==> config.mk <==
export PLATFORM = sky130hd
export DESIGN_NAME = command_frame_deframer_top_flat
export DESIGN_NICKNAME = d
export VERILOG_FILES = /design/src/design/cfd_pkg.sv /design/src/design/cfd_if.sv /design/src/design/cfd_front.sv /design/src/design/cfd_fifo.sv /design/src/design/cfd_back.sv /design/src/design/command_frame_deframer_top.sv /design/src/flat_wrapper.sv
export SDC_FILE = /design/constraint.sdc
export NUM_CORES = 1
export LEC_CHECK = 0
export ABC_AREA = 1
export BUFFER_PORTS_ARGS = -buffer_cell sky130_fd_sc_hd__buf_2
export CELL_PAD_IN_SITES_DETAIL_PLACEMENT = 0
export CELL_PAD_IN_SITES_GLOBAL_PLACEMENT = 1
export CORE_ASPECT_RATIO = 1.2
export CORE_MARGIN = 3
export CORE_UTILIZATION = 30
export CTS_CLUSTER_DIAMETER = 30
export DETAILED_ROUTE_END_ITERATION = 6
export MAX_ROUTING_LAYER = met4
export PLACE_DENSITY = 0.62
export SYNTH_ARGS = -nofsm -noshare
export SYNTH_HDL_FRONTEND = slang
export SYNTH_SLANG_ARGS = --single-unit
export TNS_END_PERCENT = 100
==> constraint.sdc <==
create_clock -name clk_i -period 17.05 [get_ports clk_i]
set_clock_uncertainty 0.1 [all_clocks]
set_input_delay 1.705 -clock clk_i [delete_from_list [all_inputs] [get_ports clk_i]]
set_output_delay 1.705 -clock clk_i [all_outputs]
set_load 0.03 [all_outputs]
==> src/design/cfd_pkg.sv <==
`timescale 1ns / 1ps
// Package for the command frame deframer: constants, register map codes,
// configuration and result types. No dependencies.
package cfd_pkg;

  // Command table size and frame framing constants
  localparam int unsigned TABLE_ENTRIES = 4;
  localparam int unsigned HDR_LEN       = 12;
  localparam int unsigned QUEUE_DEPTH   = 4;
  localparam int unsigned DIR_WRITE_BIT = 30;
  localparam logic [7:0]  ETX_BYTE      = 8'h03;

  localparam int unsigned IDX_W   = 2;
  localparam int unsigned CNT_W   = 3;
  localparam int unsigned ADDR_W  = 5;

  // Result kinds
  typedef enum logic [1:0] {
    KIND_BAD_CMD = 2'd0,
    KIND_TOO_BIG = 2'd1,
    KIND_DATA    = 2'd2,
    KIND_READY   = 2'd3
  } kind_e;

  // Register indexes (byte address / 4)
  typedef enum logic [2:0] {
    REG_CMD_A       = 3'd0,
    REG_CMD_B       = 3'd1,
    REG_CMD_C       = 3'd2,
    REG_CMD_D       = 3'd3,
    REG_CMD_COUNT   = 3'd4,
    REG_MAX_PAYLOAD = 3'd5
  } reg_idx_e;

  // Configuration seen by the front end
  typedef struct packed {
    logic [TABLE_ENTRIES-1:0][31:0] codes;
    logic [CNT_W-1:0]               count;
    logic [15:0]                    max_payload;
  } cfg_t;

  // One result item; also the queue entry. A data entry with last_byte
  // set expands into two results in the back end.
  typedef struct packed {
    kind_e            kind;
    logic [IDX_W-1:0] cmd_index;
    logic [31:0]      cmd_word;
    logic [31:0]      port_index;
    logic [15:0]      req_size;
    logic [7:0]       data_byte;
    logic             last_byte;
  } res_t;

endpackage

==> src/design/cfd_if.sv <==
`timescale 1ns / 1ps
// Valid/ready stream interfaces: input bytes and result items.
// No dependencies.
interface cfd_byte_if;
  logic       valid;
  logic       ready;
  logic [7:0] in_byte;

  modport source (output valid, output in_byte, input ready);
  modport sink   (input valid, input in_byte, output ready);
endinterface

interface cfd_res_if;
  logic        valid;
  logic        ready;
  logic [1:0]  kind;
  logic [1:0]  cmd_index;
  logic [31:0] cmd_word;
  logic [31:0] port_index;
  logic [15:0] req_size;
  logic [7:0]  data_byte;
  logic        last_byte;

  modport source (output valid, output kind, output cmd_index, output cmd_word,
                  output port_index, output req_size, output data_byte,
                  output last_byte, input ready);
  modport sink   (input valid, input kind, input cmd_index, input cmd_word,
                  input port_index, input req_size, input data_byte,
                  input last_byte, output ready);
endinterface

==> src/design/cfd_front.sv <==
`timescale 1ns / 1ps
// Front end: takes stream bytes, assembles the header, matches the command
// and pushes result entries into the queue. Depends on cfd_pkg.
module cfd_front import cfd_pkg::*; (
  input  logic       clk_i,
  input  logic       rst_ni,
  input  cfg_t       cfg_i,
  input  logic       in_valid_i,
  input  logic [7:0] in_byte_i,
  output logic       in_ready_o,
  input  logic       q_full_i,
  output logic       q_push_o,
  output res_t       q_data_o
);

  logic             hunt_q, hunt_d;
  logic [3:0]       hdr_cnt_q, hdr_cnt_d;
  logic [31:0]      cmd_q, cmd_d;
  logic [31:0]      port_q, port_d;
  logic [15:0]      size_q, size_d;
  logic             size_hi_q, size_hi_d;
  logic [IDX_W-1:0] idx_q, idx_d;
  logic [15:0]      pay_cnt_q, pay_cnt_d;

  logic             accept;
  logic [CNT_W-1:0] limit;
  logic             found;
  logic [IDX_W-1:0] hit_idx;
  logic             too_big;
  logic [15:0]      pay_cnt_nxt;

  assign in_ready_o = !q_full_i;
  assign accept     = in_valid_i && !q_full_i;

  // Table match, lowest entry wins
  always_comb begin
    limit   = (cfg_i.count > CNT_W'(TABLE_ENTRIES)) ? CNT_W'(TABLE_ENTRIES) : cfg_i.count;
    found   = 1'b0;
    hit_idx = '0;
    for (int i = TABLE_ENTRIES - 1; i >= 0; i--) begin
      if ((CNT_W'(i) < limit) && (cfg_i.codes[i] == cmd_q)) begin
        found   = 1'b1;
        hit_idx = IDX_W'(i);
      end
    end
  end

  // Size check: last header byte is the top byte of the size word
  assign too_big = size_hi_q || (in_byte_i != 8'h00) || (size_q > cfg_i.max_payload);
  assign pay_cnt_nxt = pay_cnt_q + 16'd1;

  // Frame sequencing and queue entry
  always_comb begin
    hunt_d    = hunt_q;
    hdr_cnt_d = hdr_cnt_q;
    cmd_d     = cmd_q;
    port_d    = port_q;
    size_d    = size_q;
    size_hi_d = size_hi_q;
    idx_d     = idx_q;
    pay_cnt_d = pay_cnt_q;

    q_push_o            = 1'b0;
    q_data_o.kind       = KIND_READY;
    q_data_o.cmd_index  = '0;
    q_data_o.cmd_word   = cmd_q;
    q_data_o.port_index = port_q;
    q_data_o.req_size   = size_q;
    q_data_o.data_byte  = '0;
    q_data_o.last_byte  = 1'b0;

    if (accept) begin
      if (hunt_q) begin
        if (in_byte_i == ETX_BYTE) begin
          hunt_d = 1'b0;
        end
      end else if (hdr_cnt_q < 4'(HDR_LEN)) begin
        hdr_cnt_d = hdr_cnt_q + 4'd1;
        case (hdr_cnt_q[3:2])
          2'd0: cmd_d[8*hdr_cnt_q[1:0] +: 8] = in_byte_i;
          2'd1: port_d[8*hdr_cnt_q[1:0] +: 8] = in_byte_i;
          default: begin
            if (!hdr_cnt_q[1]) begin
              size_d[8*hdr_cnt_q[0] +: 8] = in_byte_i;
            end else if (!hdr_cnt_q[0]) begin
              size_hi_d = (in_byte_i != 8'h00);
            end
          end
        endcase

        // Header complete
        if (hdr_cnt_q == 4'(HDR_LEN - 1)) begin
          if (!found) begin
            q_push_o      = 1'b1;
            q_data_o.kind = KIND_BAD_CMD;
          end else if (too_big) begin
            q_push_o           = 1'b1;
            q_data_o.kind      = KIND_TOO_BIG;
            q_data_o.cmd_index = hit_idx;
          end else if (cmd_q[DIR_WRITE_BIT] && (size_q != 16'd0)) begin
            idx_d     = hit_idx;
            pay_cnt_d = '0;
          end else begin
            q_push_o           = 1'b1;
            q_data_o.kind      = KIND_READY;
            q_data_o.cmd_index = hit_idx;
          end
          if (q_push_o) begin
            hunt_d    = 1'b1;
            hdr_cnt_d = '0;
            idx_d     = '0;
            pay_cnt_d = '0;
          end
        end
      end else begin
        // Payload byte
        q_push_o           = 1'b1;
        q_data_o.kind      = KIND_DATA;
        q_data_o.cmd_index = idx_q;
        q_data_o.data_byte = in_byte_i;
        q_data_o.last_byte = (pay_cnt_nxt >= size_q);
        if (q_data_o.last_byte) begin
          hunt_d    = 1'b1;
          hdr_cnt_d = '0;
          idx_d     = '0;
          pay_cnt_d = '0;
        end else begin
          pay_cnt_d = pay_cnt_nxt;
        end
      end
    end
  end

  always_ff @(posedge clk_i or negedge rst_ni) begin
    if (!rst_ni) begin
      hunt_q    <= 1'b0;
      hdr_cnt_q <= '0;
      cmd_q     <= '0;
      port_q    <= '0;
      size_q    <= '0;
      size_hi_q <= 1'b0;
      idx_q     <= '0;
      pay_cnt_q <= '0;
    end else begin
      hunt_q    <= hunt_d;
      hdr_cnt_q <= hdr_cnt_d;
      cmd_q     <= cmd_d;
      port_q    <= port_d;
      size_q    <= size_d;
      size_hi_q <= size_hi_d;
      idx_q     <= idx_d;
      pay_cnt_q <= pay_cnt_d;
    end
  end

endmodule

==> src/design/cfd_fifo.sv <==
`timescale 1ns / 1ps
// Short result queue between front and back end.
// Depends on cfd_pkg (QUEUE_DEPTH, res_t).
module cfd_fifo import cfd_pkg::*; (
  input  logic clk_i,
  input  logic rst_ni,
  input  logic push_i,
  input  res_t push_data_i,
  output logic full_o,
  input  logic pop_i,
  output logic valid_o,
  output res_t pop_data_o
);

  localparam int unsigned PtrW = $clog2(QUEUE_DEPTH);
  localparam int unsigned CntW = $clog2(QUEUE_DEPTH + 1);

  res_t            mem_q [QUEUE_DEPTH];
  logic [PtrW-1:0] wr_ptr_q, rd_ptr_q;
  logic [CntW-1:0] cnt_q;
  logic            do_push, do_pop;

  assign full_o     = (cnt_q == CntW'(QUEUE_DEPTH));
  assign valid_o    = (cnt_q != '0);
  assign pop_data_o = mem_q[rd_ptr_q];
  assign do_push    = push_i && !full_o;
  assign do_pop     = pop_i && valid_o;

  // Storage
  always_ff @(posedge clk_i) begin
    if (do_push) begin
      mem_q[wr_ptr_q] <= push_data_i;
    end
  end

  // Pointers and fill count
  always_ff @(posedge clk_i or negedge rst_ni) begin
    if (!rst_ni) begin
      wr_ptr_q <= '0;
      rd_ptr_q <= '0;
      cnt_q    <= '0;
    end else begin
      if (do_push) begin
        wr_ptr_q <= (wr_ptr_q == PtrW'(QUEUE_DEPTH - 1)) ? '0 : wr_ptr_q + PtrW'(1);
      end
      if (do_pop) begin
        rd_ptr_q <= (rd_ptr_q == PtrW'(QUEUE_DEPTH - 1)) ? '0 : rd_ptr_q + PtrW'(1);
      end
      case ({do_push, do_pop})
        2'b10:   cnt_q <= cnt_q + CntW'(1);
        2'b01:   cnt_q <= cnt_q - CntW'(1);
        default: cnt_q <= cnt_q;
      endcase
    end
  end

endmodule

==> src/design/cfd_back.sv <==
`timescale 1ns / 1ps
// Back end: drains the queue into the output register, expanding a final
// payload byte into the byte and a command-ready result. Depends on cfd_pkg.
module cfd_back import cfd_pkg::*; (
  input  logic clk_i,
  input  logic rst_ni,
  input  logic q_valid_i,
  input  res_t q_data_i,
  output logic q_pop_o,
  output logic out_valid_o,
  output res_t out_data_o,
  input  logic out_ready_i
);

  logic out_valid_q;
  res_t out_q;
  logic pend_q;
  logic load;

  assign load        = !out_valid_q || out_ready_i;
  assign q_pop_o     = load && !pend_q && q_valid_i;
  assign out_valid_o = out_valid_q;
  assign out_data_o  = out_q;

  // Control: output valid and pending ready result
  always_ff @(posedge clk_i or negedge rst_ni) begin
    if (!rst_ni) begin
      out_valid_q <= 1'b0;
      pend_q      <= 1'b0;
    end else if (load) begin
      if (pend_q) begin
        out_valid_q <= 1'b1;
        pend_q      <= 1'b0;
      end else begin
        out_valid_q <= q_valid_i;
        pend_q      <= q_valid_i && q_data_i.last_byte;
      end
    end
  end

  // Output payload; a pending ready reuses the frame fields
  always_ff @(posedge clk_i) begin
    if (load) begin
      if (pend_q) begin
        out_q.kind      <= KIND_READY;
        out_q.data_byte <= '0;
        out_q.last_byte <= 1'b0;
      end else if (q_valid_i) begin
        out_q <= q_data_i;
      end
    end
  end

endmodule

==> src/design/command_frame_deframer_top.sv <==
`timescale 1ns / 1ps
// Command frame deframer top: APB registers, front end, queue, back end.
// The byte that causes a result is registered in the queue and then in the output register.
// Throughput: one byte per cycle; the front end accepts a byte whenever the
// 4-entry queue has room, and the back end emits one result per cycle while the result port is ready.
// Reset (rst_ni, async, low) clears registers, frame state, queue, output.
module command_frame_deframer_top import cfd_pkg::*; (
  input  logic              clk_i,
  input  logic              rst_ni,
  cfd_byte_if.sink          byte_in_i,
  cfd_res_if.source         res_out_o,
  input  logic              psel,
  input  logic              penable,
  input  logic              pwrite,
  input  logic [ADDR_W-1:0] paddr,
  input  logic [31:0]       pwdata,
  output logic [31:0]       prdata,
  output logic              pready
);

  cfg_t     cfg_q;
  reg_idx_e reg_idx;
  logic     cfg_wr;

  logic q_full, q_push, q_pop, q_valid;
  res_t q_wdata, q_rdata;
  logic out_valid;
  res_t out_data;

  // Configuration registers
  assign pready  = 1'b1;
  assign reg_idx = reg_idx_e'(paddr[ADDR_W-1:2]);
  assign cfg_wr  = psel && penable && pwrite;

  always_ff @(posedge clk_i or negedge rst_ni) begin
    if (!rst_ni) begin
      cfg_q <= '0;
    end else if (cfg_wr) begin
      unique case (reg_idx)
        REG_CMD_A, REG_CMD_B, REG_CMD_C, REG_CMD_D:
          cfg_q.codes[reg_idx[1:0]] <= pwdata;
        REG_CMD_COUNT:   cfg_q.count       <= pwdata[CNT_W-1:0];
        REG_MAX_PAYLOAD: cfg_q.max_payload <= pwdata[15:0];
        default: ;
      endcase
    end
  end

  // Register readback
  always_comb begin
    unique case (reg_idx)
      REG_CMD_A, REG_CMD_B, REG_CMD_C, REG_CMD_D:
        prdata = cfg_q.codes[reg_idx[1:0]];
      REG_CMD_COUNT:   prdata = {{(32 - CNT_W){1'b0}}, cfg_q.count};
      REG_MAX_PAYLOAD: prdata = {16'h0000, cfg_q.max_payload};
      default:         prdata = '0;
    endcase
  end

  cfd_front u_front (
    .clk_i      (clk_i),
    .rst_ni     (rst_ni),
    .cfg_i      (cfg_q),
    .in_valid_i (byte_in_i.valid),
    .in_byte_i  (byte_in_i.in_byte),
    .in_ready_o (byte_in_i.ready),
    .q_full_i   (q_full),
    .q_push_o   (q_push),
    .q_data_o   (q_wdata)
  );

  cfd_fifo u_fifo (
    .clk_i       (clk_i),
    .rst_ni      (rst_ni),
    .push_i      (q_push),
    .push_data_i (q_wdata),
    .full_o      (q_full),
    .pop_i       (q_pop),
    .valid_o     (q_valid),
    .pop_data_o  (q_rdata)
  );

  cfd_back u_back (
    .clk_i       (clk_i),
    .rst_ni      (rst_ni),
    .q_valid_i   (q_valid),
    .q_data_i    (q_rdata),
    .q_pop_o     (q_pop),
    .out_valid_o (out_valid),
    .out_data_o  (out_data),
    .out_ready_i (res_out_o.ready)
  );

  // Result port
  assign res_out_o.valid      = out_valid;
  assign res_out_o.kind       = out_data.kind;
  assign res_out_o.cmd_index  = out_data.cmd_index;
  assign res_out_o.cmd_word   = out_data.cmd_word;
  assign res_out_o.port_index = out_data.port_index;
  assign res_out_o.req_size   = out_data.req_size;
  assign res_out_o.data_byte  = out_data.data_byte;
  assign res_out_o.last_byte  = out_data.last_byte;

  // Front end never pushes into a full queue
  a_no_overflow : assert property (@(posedge clk_i) disable iff (!rst_ni)
    q_push |-> !q_full)
    else $error("result queue overflow");

  // Final payload byte is followed at once by command ready
  a_ready_after_last : assert property (@(posedge clk_i) disable iff (!rst_ni)
    (res_out_o.valid && res_out_o.ready && res_out_o.last_byte) |=>
      (res_out_o.valid && (res_out_o.kind == KIND_READY)))
    else $error("missing command ready after final payload byte");

  // Only payload results carry data
  a_data_only_payload : assert property (@(posedge clk_i) disable iff (!rst_ni)
    (res_out_o.valid && (res_out_o.kind != KIND_DATA)) |->
      ((res_out_o.data_byte == 8'h00) && !res_out_o.last_byte))
    else $error("data on a non-payload result");

endmodule
==> src/flat_wrapper.sv <==
// flat-port wrapper written by rule: the top's interface ports become plain ports
module command_frame_deframer_top_flat import cfd_pkg::*;
  (clk_i, rst_ni, psel, penable, pwrite, paddr, pwdata, prdata, pready, byte_in_i_valid, byte_in_i_in_byte, byte_in_i_ready, res_out_o_valid, res_out_o_kind, res_out_o_cmd_index, res_out_o_cmd_word, res_out_o_port_index, res_out_o_req_size, res_out_o_data_byte, res_out_o_last_byte, res_out_o_ready);
  cfd_byte_if byte_in_i_i ();
  cfd_res_if res_out_o_i ();
  input  logic clk_i;
  input  logic rst_ni;
  input  logic psel;
  input  logic penable;
  input  logic pwrite;
  input  logic [ADDR_W-1:0] paddr;
  input  logic [31:0] pwdata;
  output logic [31:0] prdata;
  output logic pready;
  input wire logic [$bits(byte_in_i_i.valid)-1:0] byte_in_i_valid;
  input wire logic [$bits(byte_in_i_i.in_byte)-1:0] byte_in_i_in_byte;
  output wire logic [$bits(byte_in_i_i.ready)-1:0] byte_in_i_ready;
  output wire logic [$bits(res_out_o_i.valid)-1:0] res_out_o_valid;
  output wire logic [$bits(res_out_o_i.kind)-1:0] res_out_o_kind;
  output wire logic [$bits(res_out_o_i.cmd_index)-1:0] res_out_o_cmd_index;
  output wire logic [$bits(res_out_o_i.cmd_word)-1:0] res_out_o_cmd_word;
  output wire logic [$bits(res_out_o_i.port_index)-1:0] res_out_o_port_index;
  output wire logic [$bits(res_out_o_i.req_size)-1:0] res_out_o_req_size;
  output wire logic [$bits(res_out_o_i.data_byte)-1:0] res_out_o_data_byte;
  output wire logic [$bits(res_out_o_i.last_byte)-1:0] res_out_o_last_byte;
  input wire logic [$bits(res_out_o_i.ready)-1:0] res_out_o_ready;
  assign byte_in_i_i.valid = byte_in_i_valid;
  assign byte_in_i_i.in_byte = byte_in_i_in_byte;
  assign byte_in_i_ready = byte_in_i_i.ready;
  assign res_out_o_valid = res_out_o_i.valid;
  assign res_out_o_kind = res_out_o_i.kind;
  assign res_out_o_cmd_index = res_out_o_i.cmd_index;
  assign res_out_o_cmd_word = res_out_o_i.cmd_word;
  assign res_out_o_port_index = res_out_o_i.port_index;
  assign res_out_o_req_size = res_out_o_i.req_size;
  assign res_out_o_data_byte = res_out_o_i.data_byte;
  assign res_out_o_last_byte = res_out_o_i.last_byte;
  assign res_out_o_i.ready = res_out_o_ready;
  command_frame_deframer_top u_core (.clk_i(clk_i), .rst_ni(rst_ni), .byte_in_i(byte_in_i_i), .res_out_o(res_out_o_i), .psel(psel), .penable(penable), .pwrite(pwrite), .paddr(paddr), .pwdata(pwdata), .prdata(prdata), .pready(pready));
endmodule
==> metrics.yaml <==
synth:
  synth_area_leader_cell: "edfxtp_1"
  syn_nets: 2992
  post_synth_num_cell_types: 47
  netlist_area_sq_mm: 0.0309
  netlist.area_leader.share_pct: 45.1
  avgSynthCellArea_sq_um: 10.7
  ys_top_cells_by_area: "edfxtp_1, dfrtp_1, o21ai_0"
  synth.ff_latch_count: 725
  syn_inst: 2896
  yosys_most_used_dff: "edfxtp_1"
  yosys_warnings: 0
  synthArstFlopShare_pct: 35.9
  synth_edf_count: 465
  ys_seq_area_share_pct: 66.2
cts:
  clk_path_buf_depth: 3
  post_cts_resized: 0
  cts.sinks: 725
  cts_tree: "built"
  cts_made_buffers: 134
  cts_max_level: 4
  cts-root-buf: "clkbuf_16"
  clk_latency_ps: 720
  cts_hold_buf: 0
  clkTransAtPathRegs_ps: 40
  post_cts_buffers: 0
timing:
  period_needed_ps: 5990
  setup_viol: 0
  fmax_ghz: 0.167
  worst_pin_slew_ps: 980
  slew_violations: 0
  rsz0062_at_grt: "false"
  final.setup.tns_ps: 0
  maxSlewHeadroom_pct: 34.6
  period_share_pct: 35.1
  final-hold-violation-count: 0
global_routing:
  grt_util_all_layers_pct: 18.3
  grt_overflow_total: 0
  grt_max_degree: 156
  antenna_found_initial: 4
  grt_pass1_vias: 21400
  grt_use_met1_pct: 22.0
  grt_pass1_wl_microns: 140000
  grtUsageMet3_pct: 3.42
  gr-max-usage-layer: "met2"
  grt_util_met2_pct: 30.2
worst_setup_path:
  crit_slowest_cell: "clkinv_1"
  critPathArrivalTime_ps: 4180
  crit_fanout: 24
  r2r_start: "u_core.u_front.cmd_q[7]"
  critPathMaxStageDelay_ps: 580
  crit_start: "paddr[3]"
  cp_cell_sequence: "buf_2, nand2_1, buf_4, clkinv_1, a22o_1, o21ai_0, o21ai_0, buf_2"
  reg2reg_slack_ps: 12410
  path_buf_inv: 4
  path_class: "in -> out"
  crit_family: "buffers and inverters"
  end_kind: "output pin"
  cp-start-kind: "primary input"
  cp.required_ps: 15240
power_and_ir_drop:
  power.leakage_nw: 15.4
  p_clk_share_pct: 38.2
  power_density_mw_per_mm2: 190
  p_seq_share_pct: 36.5
  p_switching_w: 0.00259
  swShare_pct: 35.8
  power_frac_comb_pct: 25.3
  ir_drop_mv: 0.0912
  internal_power_w: 0.00464
cells_and_area:
  area_delta_synth_final_pct: 23.1
  nets: 3205
  layout-drive-gt1-share_pct: 16.2
  design_area_sq_mm: 0.0381
  final-instance-count-excl-fill: 4589
place:
  gp_congestion: 0.888
  dp_cells: 4338
  place_area_sq_mm: 0.0333
  io_buffers: 176
  place_hpwl_microns: 64800
route:
  drtIter0Drc: 1615
  wl_microns: 95800
  wl_per_cell_microns: 20.9
  ant_nets: 0
  drtPass1Iterations: 5
  drcViolationCount: 0
  via_per_inst: 4.73
  vias: 21700
die:
  ios: 180
  num_rows: 128
  core-area_sq_mm: 0.102
  die_area_sq_mm: 0.107
  die-width_microns: 299
  dieHeight_microns: 358
  start_util_pct: 30.4
hold_path:
  hold_class: "reg -> reg"
  min-delay-start: "u_core.cfg_q[2]"
job:
  max-cap-violations: 0
run_status:
  status: "complete, no violations"
[layer usage]
metal  part of all wire (%)  wire [microns]  vias up
met2                     49           47200      533
met1                     42           40600    10600
li1                       -               -    10400
met4                    3.9            3700        0
met3                    4.4            4250      188
met5                      0               0        -
[path summary, 6_finish.rpt]
path,cells past startpoint,end
setup / recovery,8,prdata[6]
hold / removal,2,u_core.cfg_q[2]
setup reg to reg,16,u_core.u_fifo.mem_q[2][74]
hold reg to reg,2,u_core.cfg_q[2]
max in group asynchronous,2,u_core.u_fifo.rd_ptr_q[0]
min in group asynchronous,1,u_core.cfg_q[4]
[layout by cell type (no fill, tap or decap), types with 6 or more instances in the layout]
cell type	instances
clkinv_2	14
clkinvlp_4	15
clkbuf_1	8
nor2_1	348
edfxtp_1	465
dfrtp_1	258
nor2_4	12
buf_4	23
xnor2_1	29
clkinv_4	17
nor3_1	11
o21ai_0	468
clkbuf_16	141
inv_1	245
nand3_1	34
nand3_2	6
inv_2	15
ha_1	43
xor2_1	24
buf_2	175
inv_6	23
bufinv_16	17
o21ai_1	7
clkbuf_8	6
a21oi_1	34
mux2_2	25
o22ai_1	115
nand4_1	15
nand2_1	546
a22oi_1	11
a221oi_1	14
[logic make-up (layout without fill, tap and decap cells)]
group,after synthesis,in the layout,share of synthesized area [%]
simple gates,1001,1001,13.2
compound gates,660,660,11.5
flops,725,725,66.2
buf+inv,386,712,4.84
xor+xnor,53,53,1.50
other cells,1,3,0.0121
mux,26,26,0.943
fa+ha+maj,44,44,1.80
[state kept, by name, summed over array words and instances, names as in the netlist]
register,count
u_core.u_front.hunt_q,1
u_core.u_back.out_valid_o,1
u_core.u_fifo.wr_ptr_q,2
u_core.cfg_q,147
u_core.u_front.size_q,16
u_core.u_back.pend_q,1
u_core.u_fifo.rd_ptr_q,2
u_core.u_front.hdr_cnt_q,4
u_core.u_fifo.cnt_q,3
u_core.u_fifo.mem_q,372
u_core.u_front.pay_cnt_q,16
u_core.u_front.size_hi_q,1
u_core.u_back.out_data_o,93
u_core.u_front.port_q,32
u_core.u_front.idx_q,2
u_core.u_front.cmd_q,32
[through the flow]
stage	worst slack (ps)	total power (W)	hold slack, ps	util (%)
2_1_floorplan	10040	0.00379	349	-
3_3_place_gp	10950	0.00451	365	32.7
3_5_place_dp	10970	0.00453	367	32.7
4_1_cts	10970	0.00731	381	37.4
5_1_grt	11020	0.00760	385	37.4
6_report	11060	0.00722	380	37.4
[synth_stat cells, types with 4 or more instances]
master	count
nor3_1	11
buf_2	7
nand2_1	546
nand2_2	4
o21ai_0	468
clkbuf_1	98
nor2_4	7
mux2_2	25
inv_1	247
o211ai_1	4
nor4_1	4
dfrtp_1	260
a22oi_1	11
nand4_1	15
a221oi_1	14
inv_2	14
o21ai_1	7
ha_1	43
edfxtp_1	465
o22ai_1	115
xor2_1	24
xnor2_1	29
nand3_1	38
buf_1	10
nor2_1	355
nor2_8	4
a21oi_1	34
[power by group through the flow]
stage | registers [W] | logic [W] | clock network (W)
final | 0.00264 | 0.00183 | 0.00276
after global routing | 0.00267 | 0.00203 | 0.00289
after CTS | 0.00264 | 0.00187 | 0.00281
after detailed placement | 0.00267 | 0.00186 | 0
after global placement | 0.00266 | 0.00186 | 0
after floorplan | 0.00277 | 0.00102 | 0
[layout make-up]
| type | count | area [sq um] |
|---|---|---|
| diodes | 2 | 5.00 |
| clock buffers | 155 | 3640 |
| clock inverters | 94 | 1140 |
| fillers | 10200 | 63800 |
| inverters | 263 | 992 |
| multi-input cells | 1785 | 9030 |
| flip-flops and latches | 725 | 20500 |
| well taps | 1365 | 1710 |
| repair buffers | 200 | 1080 |
[worst min-delay path, stage by stage, from the launching register on]
cell and delay [ps]:
dfrtp_1 330, nand2_1 50, o21ai_0 60
Power figures use the tool's default switching activity.
